`src/rtl/core/flbc_pkg.sv`:
```
// Shared constants and types for the multichannel FIR convolver.
package flbc_pkg;
  localparam int unsigned BlockSize = 64;
  localparam int unsigned Channels  = 2;
  localparam int unsigned Taps      = BlockSize + 1;
  localparam int unsigned TapW      = $clog2(Taps + 1);
  localparam int unsigned ChW       = (Channels > 1) ? $clog2(Channels) : 1;
  localparam int unsigned SmpW      = 16;
  localparam int unsigned CoefW     = 18;
  localparam int unsigned GainW     = 5;
  localparam int unsigned ProdW     = SmpW + CoefW;
  localparam int unsigned AccW      = ProdW + $clog2(Taps);
  localparam int unsigned ScW       = AccW + GainW;

  localparam logic KindSample = 1'b0;
  localparam logic KindCoef   = 1'b1;

  typedef struct packed {
    logic            rot;   // rotate coef and selected history toward cell 0
    logic            shf;   // shift selected history away from cell 0
    logic [ChW-1:0]  ch;
  } cell_ctl_t;

  typedef struct packed {
    logic prod_en;
    logic acc_clr;
    logic acc_en;
    logic scale_en;
  } mac_ctl_t;
endpackage

```
`src/rtl/core/flbc_cell.sv`:
```
// One tap cell: a kernel word and one history word per channel.
module flbc_cell (
  input  logic                                     clk_i,
  input  logic                                     rst_ni,
  input  flbc_pkg::cell_ctl_t                      ctl_i,
  input  logic                                     coef_we_i,
  input  logic signed [flbc_pkg::CoefW-1:0]        coef_wdata_i,
  input  logic signed [flbc_pkg::CoefW-1:0]        nxt_coef_i,
  input  logic signed [flbc_pkg::SmpW-1:0]         nxt_hist_i,
  input  logic signed [flbc_pkg::SmpW-1:0]         prv_hist_i,
  output logic signed [flbc_pkg::CoefW-1:0]        coef_o,
  output logic signed [flbc_pkg::SmpW-1:0]         hist_o
);
  logic signed [flbc_pkg::CoefW-1:0] coef_q;
  logic signed [flbc_pkg::SmpW-1:0]  hist_q [flbc_pkg::Channels];

  always_ff @(posedge clk_i) begin
    if (coef_we_i) begin
      coef_q <= coef_wdata_i;
    end else if (ctl_i.rot) begin
      coef_q <= nxt_coef_i;
    end
  end

  always_ff @(posedge clk_i or negedge rst_ni) begin
    if (!rst_ni) begin
      for (int c = 0; c < flbc_pkg::Channels; c++) hist_q[c] <= '0;
    end else if (ctl_i.rot) begin
      hist_q[ctl_i.ch] <= nxt_hist_i;
    end else if (ctl_i.shf) begin
      hist_q[ctl_i.ch] <= prv_hist_i;
    end
  end

  assign coef_o = coef_q;
  assign hist_o = hist_q[ctl_i.ch];
endmodule

```
`config.mk`:
```
export PLATFORM = sky130hd
export DESIGN_NAME = flbc_cell
export DESIGN_NICKNAME = d
export VERILOG_FILES = /design/src/rtl/core/flbc_pkg.sv /design/src/rtl/core/flbc_cell.sv
export SDC_FILE = /design/constraint.sdc
export NUM_CORES = 1
export LEC_CHECK = 0
export BUFFER_PORTS_ARGS = -buffer_cell sky130_fd_sc_hd__buf_4
export CAP_MARGIN = 20
export CELL_PAD_IN_SITES_DETAIL_PLACEMENT = 1
export CELL_PAD_IN_SITES_GLOBAL_PLACEMENT = 2
export CORE_UTILIZATION = 30
export DETAILED_ROUTE_END_ITERATION = 12
export PLACE_DENSITY = 0.92
export REMOVE_ABC_BUFFERS = 1
export SYNTH_ARGS = -nofsm -noshare
export SYNTH_HDL_FRONTEND = slang
export SYNTH_SLANG_ARGS = --single-unit
```
`constraint.sdc`:
```
create_clock -name clk_i -period 1.5 [get_ports clk_i]
set_input_delay 0.375 -clock clk_i [delete_from_list [all_inputs] [get_ports clk_i]]
set_output_delay 0.375 -clock clk_i [all_outputs]
set_load 0.005 [all_outputs]
```
==> impl_metrics.ini <==
[cells_and_area]
final_util = 0.479
mostFrequentLayoutCells = buf_4 (145), o22ai_1 (32), dfrtp_1 (32)
antenna_cells = 0
postLayoutCellArea_mm2 = 0.00420
nets = 459
final_common_cell = buf_4
drive_gt1_frac = 0.585
syn2layout_area_growth_pct = 53.5

[sta]
finClkSkew_ps = 0
setup_viol = 0
fmax_ghz = 0.669
hold_viol = 0
slew_viol_final = 0
post-route-period-util = 0.996
rsz0062_at_grt = yes
layout_min_cycle_time_ps = 1490
max_slew.worst_pin.slew_ps = 466
slew_headroom = 0.689

[critical_path]
crit_family = flip-flops
crit_path_cell_trace = mux2_4 -> buf_6
crit_fanout = 3
worstRegToRegCells = 4
crit_slowest_cell = dfrtp_1
worst-setup-path-type = flop to output port
critPathLaunchType = flop
path_buf_inv = 1
arrival_ps = 1120
crit_cells = 2
slowest_delay_ps = 420
worstPathRequired_ps = 1120
end_kind = output port

[pwr]
power_density_mw_per_mm2 = 929
p_sw_frac = 0.265
switchingPower_w = 0.00103
seqPwrFrac = 0.441
p_total_w = 0.00390
internal_power_w = 0.00286
power_frac_comb = 0.312
worst_ir_drop_vdd_mv = 0.428
cellLeakagePower_nw = 1.80
power.share.clock = 0.247

[die]
coreArea_mm2 = 0.00876
dieArea_mm2 = 0.00950
die_w_um = 97.5
rows = 34
io_pins = 108
initial_core_util = 0.312
die_y_um = 97.5

[drt]
totalWireLength_mm = 9.19
routed-wl-met2_mm = 5.00
wl_met1_mm = 3.84
post_drt_wl_per_cell_um = 18.6
drt.antenna.violating_nets = 0
dr_total_vias = 2517
routed.top_layer = met4
firstDrtPassIters = 4
drt_iter0_drc = 66
viasPerCell = 5.10
route.detailed.drc = 0
wl_met3_um = 249

[placement]
hpwl_mm = 6.29
io_buffers = 107
place_area_mm2 = 0.00372
gp_congestion = 0.693

[global_routing]
globalRoute.totalOverflow = 0
grt_usage = 0.183
grt_pass1_vias = 2674
grt_start_max_net_pins = 33
antenna_found_initial = 0
grt_first_pass_wirelength_mm = 13.8

[clocking]
tritoncts = yes
cts.path.max_buffers = 2
clock-sinks = 50
clk_pin_slew_ps = 100
insertion_delay_ps = 300
htreeDepth = 2
cts_root_buffer = clkbuf_8
cts_made_buffers = 5

[min_path]
holdCritPathClass = primary input to async pin

[logic_synthesis]
synth_seq_area_share = 0.491
synth_cells = 238
synth_top_area_frac = 0.293
synth-seq-cells = 50
yosysWarnings = 0
avgSynthCellArea_um2 = 11.5
yosys.area.top_type = dfrtp_1
syn-cell-area_mm2 = 0.00273
synth_cell_type_count = 17
yosys-top-cells-area = dfrtp_1 (29%), edfxtp_1 (20%), mux2_2 (14%)

[status]
outcome = finished, final reports clean

[job]
cap_viol_max_count = 0
==> power by group through the flow <==
stage	logic (W)	registers, W	clock network [W]
3_3_place_gp	0.000898	0.00175	0
2_1_floorplan	0.000388	0.00172	0
5_1_grt	0.00131	0.00174	0.00104
3_5_place_dp	0.000941	0.00176	0
6_report	0.00122	0.00172	0.000964
4_1_cts	0.00103	0.00172	0.000994
==> per-layer routing <==
layer / GRT usage / up-vias
met1: 0.218 / 1278
met2: 0.345 / 53
met3: 0.0259 / 9
li1: - / 1177
met4: 0.0419 / 0
met5: 0 / -
==> cells in the mapped netlist (all sizes together) <==
master,count
o22ai,32
edfxtp,18
nand2b,2
clkbuf,4
dfrtp,32
nand2,1
nor3b,16
buf,17
nor3,48
mux2,34
nor2b,16
or2,2
nor2,16
==> logic make-up after synthesis <==
| family | share of synthesized area |
|---|---|
| muxes | 0.140 |
| AOI/OAI and AO/OA | 0.0732 |
| DFF | 0.491 |
| buffers and inverters | 0.0522 |
| and+or+nand+nor | 0.244 |
==> area by class of cell <==
cell class / count / area (µm²)
Fill cell: 985 / 4570
Sequential cell: 50 / 1340
Timing Repair Buffer: 161 / 1330
Multi-Input combinational cell: 167 / 1290
Tap cell: 108 / 135
Clock buffer: 7 / 76.3
Clock inverter: 1 / 30.0
==> what timing repair did <==
| item | 4_1_cts | 5_1_grt |
|---|---|---|
| buffers inserted | 15 | 17 |
| resized for setup | 2 | 20 |
| cloned | 0 | 2 |
| hold buffers | 0 | 0 |
| setup endpoints to repair | 10 | 16 |
==> flip-flops by register name (all words and copies together) (netlist names) <==
name    flops
hist_q     32
coef_o     18
==> per-stage QoR <==
| stage | hold slack (ps) | TNS [ps] | setup WS, ps | instances |
|---|---|---|---|---|
| after floorplan | 79.4 | 0 | 109 | 217 |
| after global placement | 356 | -130 | -26.1 | 452 |
| after detailed placement | 360 | -482 | -52.5 | 452 |
| after CTS | 25.0 | -24.2 | -10.0 | 475 |
| after global routing | 28.7 | -207 | -37.6 | 494 |
| final | 12.6 | 0 | 5.34 | 494 |
==> worst register-to-register path: cells and delay by family, from the launching register on <==
family          cells  cell delay (ps)
buf+inv             2              270
compound gates      1              210
flops               1              400
simple gates        1               70
==> worst paths after layout <==
| path | slack (ps) | to | startpoint |
|---|---|---|---|
| setup / recovery | 5 | hist_o[14] | hist_q[30]$_DFFE_PN0P_ |
| hold / removal | 10 | hist_q[17]$_DFFE_PN0P_ | rst_ni |
| setup reg to reg | 440 | hist_q[2]$_DFFE_PN0P_ | hist_q[2]$_DFFE_PN0P_ |
| hold reg to reg | 580 | hist_q[15]$_DFFE_PN0P_ | hist_q[15]$_DFFE_PN0P_ |
| max in group asynchronous | 1150 | hist_q[15]$_DFFE_PN0P_ | rst_ni |
| min in group clk_i | 330 | hist_q[3]$_DFFE_PN0P_ | prv_hist_i[3] |
No activity file was read; power rests on OpenSTA's default activity.
