===== src/rtl/core/flbc_pkg.sv =====
// Shared constants and types for the multichannel FIR convolver.
package flbc_pkg;
  localparam int unsigned BlockSize = 64;
  localparam int unsigned Channels  = 2;
  localparam int unsigned Taps      = BlockSize + 1;
  localparam int unsigned TapW      = $clog2(Taps + 1);
  localparam int unsigned ChW       = (Channels > 1) ? $clog2(Channels) : 1;
  localparam int unsigned SmpW      = 16;
  localparam int unsigned CoefW     = 18;
  localparam int unsigned GainW     = 5;
  localparam int unsigned ProdW     = SmpW + CoefW;
  localparam int unsigned AccW      = ProdW + $clog2(Taps);
  localparam int unsigned ScW       = AccW + GainW;

  localparam logic KindSample = 1'b0;
  localparam logic KindCoef   = 1'b1;

  typedef struct packed {
    logic            rot;   // rotate coef and selected history toward cell 0
    logic            shf;   // shift selected history away from cell 0
    logic [ChW-1:0]  ch;
  } cell_ctl_t;

  typedef struct packed {
    logic prod_en;
    logic acc_clr;
    logic acc_en;
    logic scale_en;
  } mac_ctl_t;
endpackage


===== src/rtl/core/flbc_mac.sv =====
// Multiply-accumulate, gain scaling, rounding and saturation.
module flbc_mac (
  input  logic                                 clk_i,
  input  flbc_pkg::mac_ctl_t                   ctl_i,
  input  logic signed [flbc_pkg::CoefW-1:0]    coef_i,
  input  logic signed [flbc_pkg::SmpW-1:0]     hist_i,
  input  logic [flbc_pkg::GainW-1:0]           gain_i,
  output logic signed [flbc_pkg::SmpW-1:0]     res_o,
  output logic                                 clip_o
);
  localparam int unsigned QW = flbc_pkg::ScW + 1 - 17;

  logic signed [flbc_pkg::ProdW-1:0] prod_q;
  logic signed [flbc_pkg::AccW-1:0]  acc_q;
  logic signed [flbc_pkg::ScW-1:0]   sc_q;
  logic signed [flbc_pkg::ScW:0]     rnd;
  logic signed [QW-1:0]              q;

  always_ff @(posedge clk_i) begin
    if (ctl_i.prod_en) prod_q <= coef_i * hist_i;
    if (ctl_i.acc_en) begin
      acc_q <= (ctl_i.acc_clr ? flbc_pkg::AccW'(0) : acc_q)
               + flbc_pkg::AccW'(prod_q);
    end
    if (ctl_i.scale_en) begin
      sc_q <= flbc_pkg::ScW'(acc_q) * $signed({1'b0, gain_i});
    end
  end

  // half rounds toward plus infinity
  assign rnd = (flbc_pkg::ScW+1)'(sc_q) + (flbc_pkg::ScW+1)'(65536);
  assign q   = rnd[flbc_pkg::ScW:17];

  always_comb begin
    clip_o = 1'b0;
    res_o  = q[flbc_pkg::SmpW-1:0];
    if (q > QW'(32767)) begin
      res_o  = 16'sh7fff;
      clip_o = 1'b1;
    end else if (q < -QW'(32768)) begin
      res_o  = 16'sh8000;
      clip_o = 1'b1;
    end
  end
endmodule


===== config.mk =====
export PLATFORM = sky130hd
export DESIGN_NAME = flbc_mac
export DESIGN_NICKNAME = d
export VERILOG_FILES = /design/src/rtl/core/flbc_pkg.sv /design/src/rtl/core/flbc_mac.sv
export SDC_FILE = /design/constraint.sdc
export NUM_CORES = 1
export LEC_CHECK = 0
export BUFFER_PORTS_ARGS = -buffer_cell sky130_fd_sc_hd__buf_2
export CORE_MARGIN = 2
export CORE_UTILIZATION = 35
export DETAILED_ROUTE_END_ITERATION = 16
export PLACE_DENSITY = 0.52
export SETUP_SLACK_MARGIN = 0.05
export SKIP_LAST_GASP = 1
export SYNTH_ARGS = -nofsm -noshare
export SYNTH_HDL_FRONTEND = slang
export SYNTH_SLANG_ARGS = --single-unit
export TNS_END_PERCENT = 50

===== constraint.sdc =====
create_clock -name clk_i -period 11.56 [get_ports clk_i]
set_input_delay 1.156 -clock clk_i [delete_from_list [all_inputs] [get_ports clk_i]]
set_output_delay 1.156 -clock clk_i [all_outputs]
set_load 0.05 [all_outputs]

==> metrics.md, run 1 <==
| Metric | Value |
|---|---|
| Status | complete, no violations |
| Ys Warns | 0 |
| Final ANT Viol Nets | 0 |
| CTS Hold Bufs | 0 |
| Netlist Area Pre-Place | 23,030 µm² |
| Setup Crit Path Kind | in2reg |
| Post-synthesis sequential area ratio | 0.1369 |
| RSZ-0062 raised after global routing | no |
| Vias per cell | 4.780 |
| Gr usage total | 0.1580 |
| Min-delay src | prod_q[0] |
| Drt initial violations | 670 |
| Avg Cell Area, Syn | 9.464 µm² |
| XOR/XNOR share of the synthesized area | 0.04793 |
| Most frequent cell after synthesis | inv_1 |
| Async S/R FF share, synth | 0 |
| DRT Wirelength | 50,910 µm |
| Fill count | 6,663 |
| Post-synthesis compound-gate area fraction | 0.08792 |
| Per-cell routed wire length | 15.42 µm |
| Final Max Tran Viols | 0 |
| Max_slew headroom | 0.4086 |
| Post-synth EDFFs | 105 |
| CTS root buf | clkbuf_16 |
| Post-cts gate resize count | 0 |
| # port buffers | 60 |
| Final core occ | 0.3735 |
| Min Clock Period, post-route | 7.333 ns |
| Sink Count | 105 |
| CP endpoint kind | flop |
| Combinational family with the most area after synthesis | adder cells |
| Adder-Cell Fraction of Synth Area | 0.4743 |
| Full die area | 67,860 µm² |
| Synth Area in Simple Gates | 0.1692 |
| Flops & latches, synth | 105 |
| Vias post-DR | 15,780 |
| Worst-path clk slew | 0.08 ns |
| Synthesis-to-layout area growth | 6.086% |
| Max-Cap Viols | 0 |
| Share of the synthesized area in the top cell type | 0.3591 |
| Final setup TNS | 0 ns |
| Layout cells sized above 1 | 0.04842 |
| Crit path from | hist_i[15] |
| Total CTS buffers | 9 |
| Congestion Overflow GR | 0 |
| Die Wd | 260.5 µm |
| H-Tree Depth | 3 |
| Critical Path RT | 11.69 ns |
| Startpoint types | input pin |
| Site Rows | 94 |
| Synth top area cells | fa_1, edfxtp_1, ha_1 |
| Multi-input gate area | 17,940 µm² |
| Clock Path Buffers | 2 |
| Vias in the first global route | 17,190 |
| Die Ht | 260.5 µm |
| Synth top cells by count | inv_1, fa_1, nand2_1, and2_1, ha_1 |
| # setup viols final | 0 |
| Fmax | 136.4 MHz |
| DRC viols | 0 |
| Worst-path maximum fanout | 16 |
| Worst r2r src | acc_q[3] |
| Dominant cell type by area after synthesis | fa_1 |
| Non-Filler Instances | 3,302 |
| Nets@finish | 3,101 |
| Synth Flop Type | edfxtp_1 |
| Mux share of post-synthesis cell area | 0 |
| Worst Skew | 0.01142 ns |
| Detailed placement HPWL | 41,950 µm |
| Syn_nets | 3,102 |
| Initial antenna violation count | 0 |
| CTS tree | done |
| Starting Density | 0.3521 |
| Endpoints failing hold | 0 |
| Post-CTS setup buffer count | 0 |
| Core box area | 65,390 µm² |
| Period utilisation layout | 0.6344 |
| Placed insts | 3,285 |
| Cell variety after synth | 71 |
| Worst Path Arrival | 7.46 ns |
| Syn Inst Count | 2,433 |
| Worst-Skew Late Latency | 0.38 ns |
| Largest net degree at the start of global routing | 42 |
| Hold Crit Class | reg2reg |
| I/O pin count | 61 |
| Drt first pass iters | 6 |
| Actual slew at the worst max-slew pin | 0.8871 ns |
| First-pass GRT wire length | 87,040 µm |
| Routability cong. | 0.8762 |
| Register area | 3153 µm² |
## worst max-delay path, cell delays in order
cell and delay (ns):
buf_2 0.12, inv_1 0.49, nor2_1 0.14, fa_1 0.48, fa_1 0.52, fa_1 0.51
fa_1 0.53, fa_1 0.55, inv_1 0.05, fa_1 0.52, inv_1 0.04, ha_1 0.35
a21o_1 0.20, a221oi_1 0.42, a21boi_0 0.30, a311o_1 0.21, a31oi_1 0.14, a31oi_1 0.31
o21ai_0 0.14, a21oi_1 0.19, xnor2_1 0.07
## cell families (layout without fill, tap and decap cells)
logic type / Yosys count / after routing
compound gates: 307 / 307
xor+xnor: 126 / 126
fa+ha+maj: 625 / 625
buf+inv: 510 / 514
flops: 105 / 105
other cells: 0 / 1
simple gates: 760 / 760
## per-stage QoR
| step | area [µm²] | setup WS, ns | hold WS, ns |
|---|---|---|---|
| after global placement | 24130 | 3.919 | 0.5767 |
| after detailed placement | 24130 | 3.840 | 0.5921 |
| after global routing | 24420 | 3.829 | 0.6217 |
| final | 24430 | 4.227 | 0.6148 |
| after floorplan | 23030 | 4.288 | 0.5257 |
| after CTS | 24420 | 4.243 | 0.6152 |
## final cells by class
cell class / instances / share of cell area
clock inverter: 7 / 0.002817
sequential: 105 / 0.1291
inverter: 436 / 0.06700
clock buffer: 9 / 0.009220
multi-input combinational: 1818 / 0.7346
tap: 864 / 0.04426
antenna: 1 / 0.0001024
timing repair buffer: 62 / 0.01291
## path summary, 6_finish.rpt
| kind | end | slack, ns | cells after the start |
|---|---|---|---|
| hold reg to reg | acc_q[0] | 0.61 | 1 |
| setup / recovery | prod_q[33] | 4.23 | 21 |
| hold / removal | acc_q[0] | 0.61 | 1 |
| setup reg to reg | sc_q[44] | 6.37 | 17 |
## cell usage in the layout, fill, tap and decap left out, types with 9 or more instances in the layout
cell type	n
clkbuf_16	9
a21oi_1	95
nand2b_1	13
o21ai_0	53
o21a_1	16
fa_1	413
and3_1	18
nand4_1	19
nor2_1	62
nand3_1	30
edfxtp_1	105
nand2_1	292
nor2b_1	54
and2_1	235
o21bai_1	12
inv_1	436
a31oi_1	15
buf_2	60
xnor2_1	95
a211oi_1	9
ha_1	212
o21ai_2	12
a21o_1	48
xor2_1	31
## registers in the layout, summed over array words and instances, names as in the netlist
signal and count:
prod_q 34, acc_q 41, sc_q 30
## routing by layer
| layer | vias up | share of wire | wire length (µm) | GRT usage |
|---|---|---|---|---|
| met2 | 255 | 0.45 | 22910 | 0.2586 |
| met5 | - | 0 | 0 | 0 |
| met4 | 0 | 0.014 | 692 | 0.03286 |
| met1 | 7825 | 0.50 | 25690 | 0.2267 |
| met3 | 39 | 0.032 | 1618 | 0.01651 |
| li1 | 7663 | - | - | - |
Power of run 1 is left out: the tool's default activity adds up to more than one toggle a clock period on the data nets, which glitch-free logic cannot reach.
==> run 2: changes to the inputs <==
- PLACE_DENSITY: 0.52 -> 0.54
- clock period: 11.56 -> 6.5 ns (I/O delays scaled with it)
==> run 2 against run 1 <==
Flip-flop and latch count is the same; largest cell class unchanged; critical path type unchanged; highest routed layer unchanged; critical path depth up 1; via count up 1.4%; utilization rose by 1.5 points; first-iteration DRC count decreased by 10%; register-to-register slack worse by 5.1 ns; clock skew increased by 0.0050 ns; routed wire length decreased by 4.3%; global-route usage shrank 0.80 points; cell count increased by 3.5%; setup slack worse by 4.0 ns.
==> metrics.md, run 2 (synthesis results as in run 1) <==
| Metric | Value |
|---|---|
| Final Max Tran Viols | 0 |
| Gr usage total | 0.1500 |
| Worst r2r src | acc_q[3] |
| CTS tree | done |
| Hold worst-path end | acc_q[0] |
| Nets@finish | 3,218 |
| H-Tree Depth | 3 |
| Total CTS buffers | 9 |
| Vias post-DR | 16,000 |
| Drt first pass iters | 5 |
| Worst-Skew Late Latency | 0.38 ns |
| # setup viols final | 0 |
| Placed insts | 3,401 |
| Max reg flops | 41 |
| Top Registers | acc_q (41), prod_q (34), sc_q (30) |
| Actual slew at the worst max-slew pin | 0.8765 ns |
| I/O pin count | 61 |
| Die Wd | 260.5 µm |
| Layout cells sized above 1 | 0.09867 |
| Largest net degree at the start of global routing | 42 |
| R2r endpoint | sc_q[43] |
| RSZ-0062 raised after global routing | yes |
| Startpoint types | input pin |
| Critical Path RT | 6.61 ns |
| Non-Filler Instances | 3,418 |
| ANT cells | 0 |
| Worst-path clk slew | 0.08 ns |
| Endpoints failing hold | 0 |
| Initial antenna violation count | 0 |
| Full die area | 67,860 µm² |
| Worst Skew | 0.01641 ns |
| DRC viols | 0 |
| Vias per cell | 4.681 |
| R2R depth | 17 |
| Routability cong. | 0.8528 |
| Most flops, register | acc_q |
| Starting Density | 0.3521 |
| Post-Layout Inst Area | 25,440 µm² |
| Synthesis-to-layout area growth | 10.49% |
| Crit path from | coef_i[5] |
| First-pass GRT wire length | 84,510 µm |
| Congestion Overflow GR | 0 |
| CP endpoint kind | flop |
| Site Rows | 94 |
| Drt initial violations | 601 |
| Final worst slack | 0.2359 ns |
| Commonest cells after routing, fill and taps aside | inv_1, fa_1, nand2_1 |
| Final ANT Viol Nets | 0 |
| Period utilisation layout | 0.9637 |
| Hold Crit Class | reg2reg |
| Sink Count | 105 |
| Status | complete, no violations |
| Clock Path Buffers | 2 |
| CTS root buf | clkbuf_16 |
| Max_slew headroom | 0.4156 |
| Worst Path Arrival | 6.38 ns |
| Area after DPL | 25,070 µm² |
| Final setup TNS | 0 ns |
| Core box area | 65,390 µm² |
| Setup Crit Path Kind | in2reg |
| Most common cell after layout, fill and taps aside | inv_1 |
| Vias in the first global route | 17,460 |
| Min-delay src | prod_q[0] |
| Die Ht | 260.5 µm |
| Fmax | 159.6 MHz |
| # port buffers | 60 |
| Reg2reg setup slack | 1.28 ns |
| Per-cell routed wire length | 14.26 µm |
| Max-Cap Viols | 0 |
| Worst slack at placement | -0.2493 ns |
| DRT Wirelength | 48,740 µm |
| Worst-path maximum fanout | 11 |
| WHS Path Cells | 1 |
| Detailed placement HPWL | 43,250 µm |
| Min Clock Period, post-route | 6.264 ns |
[run 2: area by class of cell]
class | count | area, µm²
clock inverters | 7 | 62.56
flip-flops and latches | 105 | 3153
multi-input cells | 1818 | 18060
inverters | 436 | 1637
clock buffers | 9 | 225.2
well taps | 864 | 1081
repair buffers | 179 | 1221
fillers | 6625 | 39950
[run 2: worst max-delay path, stage by stage]
cell and delay, ns:
clkbuf_4 0.18, and2_1 0.18, fa_1 0.53, inv_1 0.05, fa_1 0.56, fa_1 0.44
fa_1 0.49, inv_1 0.06, fa_1 0.52, inv_1 0.05, fa_1 0.52, inv_1 0.06
ha_4 0.25, a21o_1 0.17, a21o_1 0.19, a221o_1 0.31, a31oi_2 0.19, a21oi_2 0.11
a31o_2 0.28, a41oi_2 0.24, o21ai_0 0.17, xor2_1 0.17
[run 2: timing repair]
item,4_1_cts,5_1_grt
setup endpoints to repair,0,7
endpoints found under the hold margin,0,0
resized for setup,0,16
buffers inserted,0,1
hold buffers,0,0
[run 2: metal layers]
layer,GRT usage,up-vias,part of all wire
met1,0.2092,7833,0.49
met5,0,-,0
li1,-,7907,-
met2,0.2549,221,0.47
met4,0.03079,0,0.013
met3,0.01282,38,0.027
[run 2: worst max-delay path by stage]
stage	endpoint	slack [ns]	depth (start not counted)
2_1_floorplan	prod_q[33]	0.03	21
6_report	prod_q[32]	0.24	22
3_3_place_gp	prod_q[33]	-0.16	23
3_5_place_dp	prod_q[33]	-0.25	23
5_1_grt	prod_q[33]	0.02	23
4_1_cts	prod_q[33]	0.16	23
[run 2: stage by stage]
step / hold WS (ns) / utilization
after floorplan: 0.5257 / -
after global placement: 0.5589 / 0.3833
after detailed placement: 0.5541 / 0.3833
after CTS: 0.5836 / 0.3877
after global routing: 0.6094 / 0.3890
final: 0.5752 / 0.3890
Power of run 2 is left out for the same reason.
==> run 3: changes to the inputs <==
- MAX_ROUTING_LAYER: unset -> met4
==> run 3 against run 2 <==
Routed wire length up 0.14%; highest routed layer unchanged; hold slack about the same; die area unchanged; non-clock buffer count unchanged; utilization unchanged; count of clock-buffer cells in the layout unchanged; critical path type unchanged; first-iteration DRC count up 4.8%; sequential share of layout area unchanged; register-to-register slack about the same.
==> metrics.md, run 3 (synthesis results as in run 1) <==
| Metric | Value |
|---|---|
| Die Ht | 260.5 µm |
| Vias in the first global route | 17,470 |
| Layout cells sized above 1 | 0.09867 |
| Full die area | 67,860 µm² |
| Min-delay src | prod_q[0] |
| Max-Cap Viols | 0 |
| Core box area | 65,390 µm² |
| Synthesis-to-layout area growth | 10.49% |
| Most flops, register | acc_q |
| CTS root buf | clkbuf_16 |
| RSZ-0062 raised after global routing | yes |
| Min Clock Period, post-route | 6.266 ns |
| Detailed placement HPWL | 43,250 µm |
| Worst-Skew Late Latency | 0.38 ns |
| Setup Crit Path Kind | in2reg |
| Total CTS buffers | 9 |
| DRT Wirelength | 48,810 µm |
| Gr usage total | 0.1546 |
| Fill count | 6,625 |
| Fmax | 159.6 MHz |
| Endpoints failing hold | 0 |
| Initial antenna violation count | 0 |
| Worst r2r src | acc_q[3] |
| Actual slew at the worst max-slew pin | 0.8867 ns |
| # port buffers | 60 |
| I/O pin count | 61 |
| Worst Skew | 0.01648 ns |
| Final Max Tran Viols | 0 |
| ANT cells | 0 |
| Max_slew headroom | 0.4089 |
| Crit path from | coef_i[5] |
| Max reg flops | 41 |
| Nets@finish | 3,218 |
| Worst-path clk slew | 0.08 ns |
| Congestion Overflow GR | 0 |
| # setup viols final | 0 |
| Site Rows | 94 |
| Worst Path Arrival | 6.38 ns |
| Post-Layout Inst Area | 25,440 µm² |
| CP endpoint kind | flop |
| Vias post-DR | 16,020 |
| Area after DPL | 25,070 µm² |
| Most common cell after layout, fill and taps aside | inv_1 |
| CTS tree | done |
| Commonest cells after routing, fill and taps aside | inv_1, fa_1, nand2_1 |
| Drt initial violations | 630 |
| R2R depth | 17 |
| Top Registers | acc_q (41), prod_q (34), sc_q (30) |
| WHS Path Cells | 1 |
| DRC viols | 0 |
| Startpoint types | input pin |
| Largest net degree at the start of global routing | 42 |
| First-pass GRT wire length | 84,530 µm |
| Clock Path Buffers | 2 |
| Final ANT Viol Nets | 0 |
| Sink Count | 105 |
| Worst-path maximum fanout | 11 |
| Routability cong. | 0.8676 |
| CTS Hold Bufs | 0 |
| Hold Crit Class | reg2reg |
| Per-cell routed wire length | 14.28 µm |
| Drt first pass iters | 5 |
| Starting Density | 0.3521 |
| Die Wd | 260.5 µm |
| Critical Path RT | 6.61 ns |
| Period utilisation layout | 0.9639 |
| Vias per cell | 4.687 |
| Final hold slack | 0.5752 ns |
| Final core occ | 0.3890 |
| Status | complete, no violations |
| H-Tree Depth | 3 |
==> run 3: timing repair <==
item / CTS / global route
resized for setup: 0 / 16
setup endpoints to repair: 0 / 7
setup buffers: 0 / 1
==> run 3: path summary, 6_finish.rpt <==
path	to	slack, ns
setup reg to reg	sc_q[43]	1.27
hold / removal	acc_q[0]	0.58
setup / recovery	prod_q[32]	0.23
hold reg to reg	acc_q[0]	0.58
==> run 3: worst max-delay path: stages <==
cell and delay (ns):
clkbuf_4 0.18, and2_1 0.18, fa_1 0.53, inv_1 0.05
fa_1 0.56, fa_1 0.44, fa_1 0.49, inv_1 0.06
fa_1 0.52, inv_1 0.05, fa_1 0.52, inv_1 0.06
ha_4 0.25, a21o_1 0.17, a21o_1 0.19, a221o_1 0.31
a31oi_2 0.19, a21oi_2 0.11, a31o_2 0.28, a41oi_2 0.24
o21ai_0 0.17, xor2_1 0.17
==> run 3: cell type report <==
class | instances | area [µm²] | area share
Clock buffer | 9 | 225.2 | 0.008853
Clock inverter | 7 | 62.56 | 0.002459
Inverter | 436 | 1637 | 0.06433
Multi-Input combinational cell | 1818 | 18060 | 0.7099
Sequential cell | 105 | 3153 | 0.1239
Tap cell | 864 | 1081 | 0.04249
Timing Repair Buffer | 179 | 1221 | 0.04800
==> run 3: per-stage QoR <==
step / setup TNS, ns / worst slack [ns] / instances
floorplan: 0 / 0.02798 / 2433
CTS: 0 / 0.1575 / 3417
global placement: -0.7104 / -0.1591 / 3401
detailed placement: -1.260 / -0.2493 / 3401
global route: 0 / 0.02561 / 3418
finish: 0 / 0.2344 / 3418
==> run 3: layer usage <==
| layer | global-route usage | up-vias | share of wire | wire length, µm |
|---|---|---|---|---|
| met3 | 0.01224 | 45 | 0.024 | 1160 |
| met4 | 0.03079 | 0 | 0.014 | 661 |
| li1 | - | 7904 | - | - |
| met1 | 0.2097 | 7854 | 0.50 | 24290 |
| met2 | 0.2549 | 218 | 0.46 | 22700 |
| met5 | - | - | 0 | 0 |
Power of run 3 is left out for the same reason.
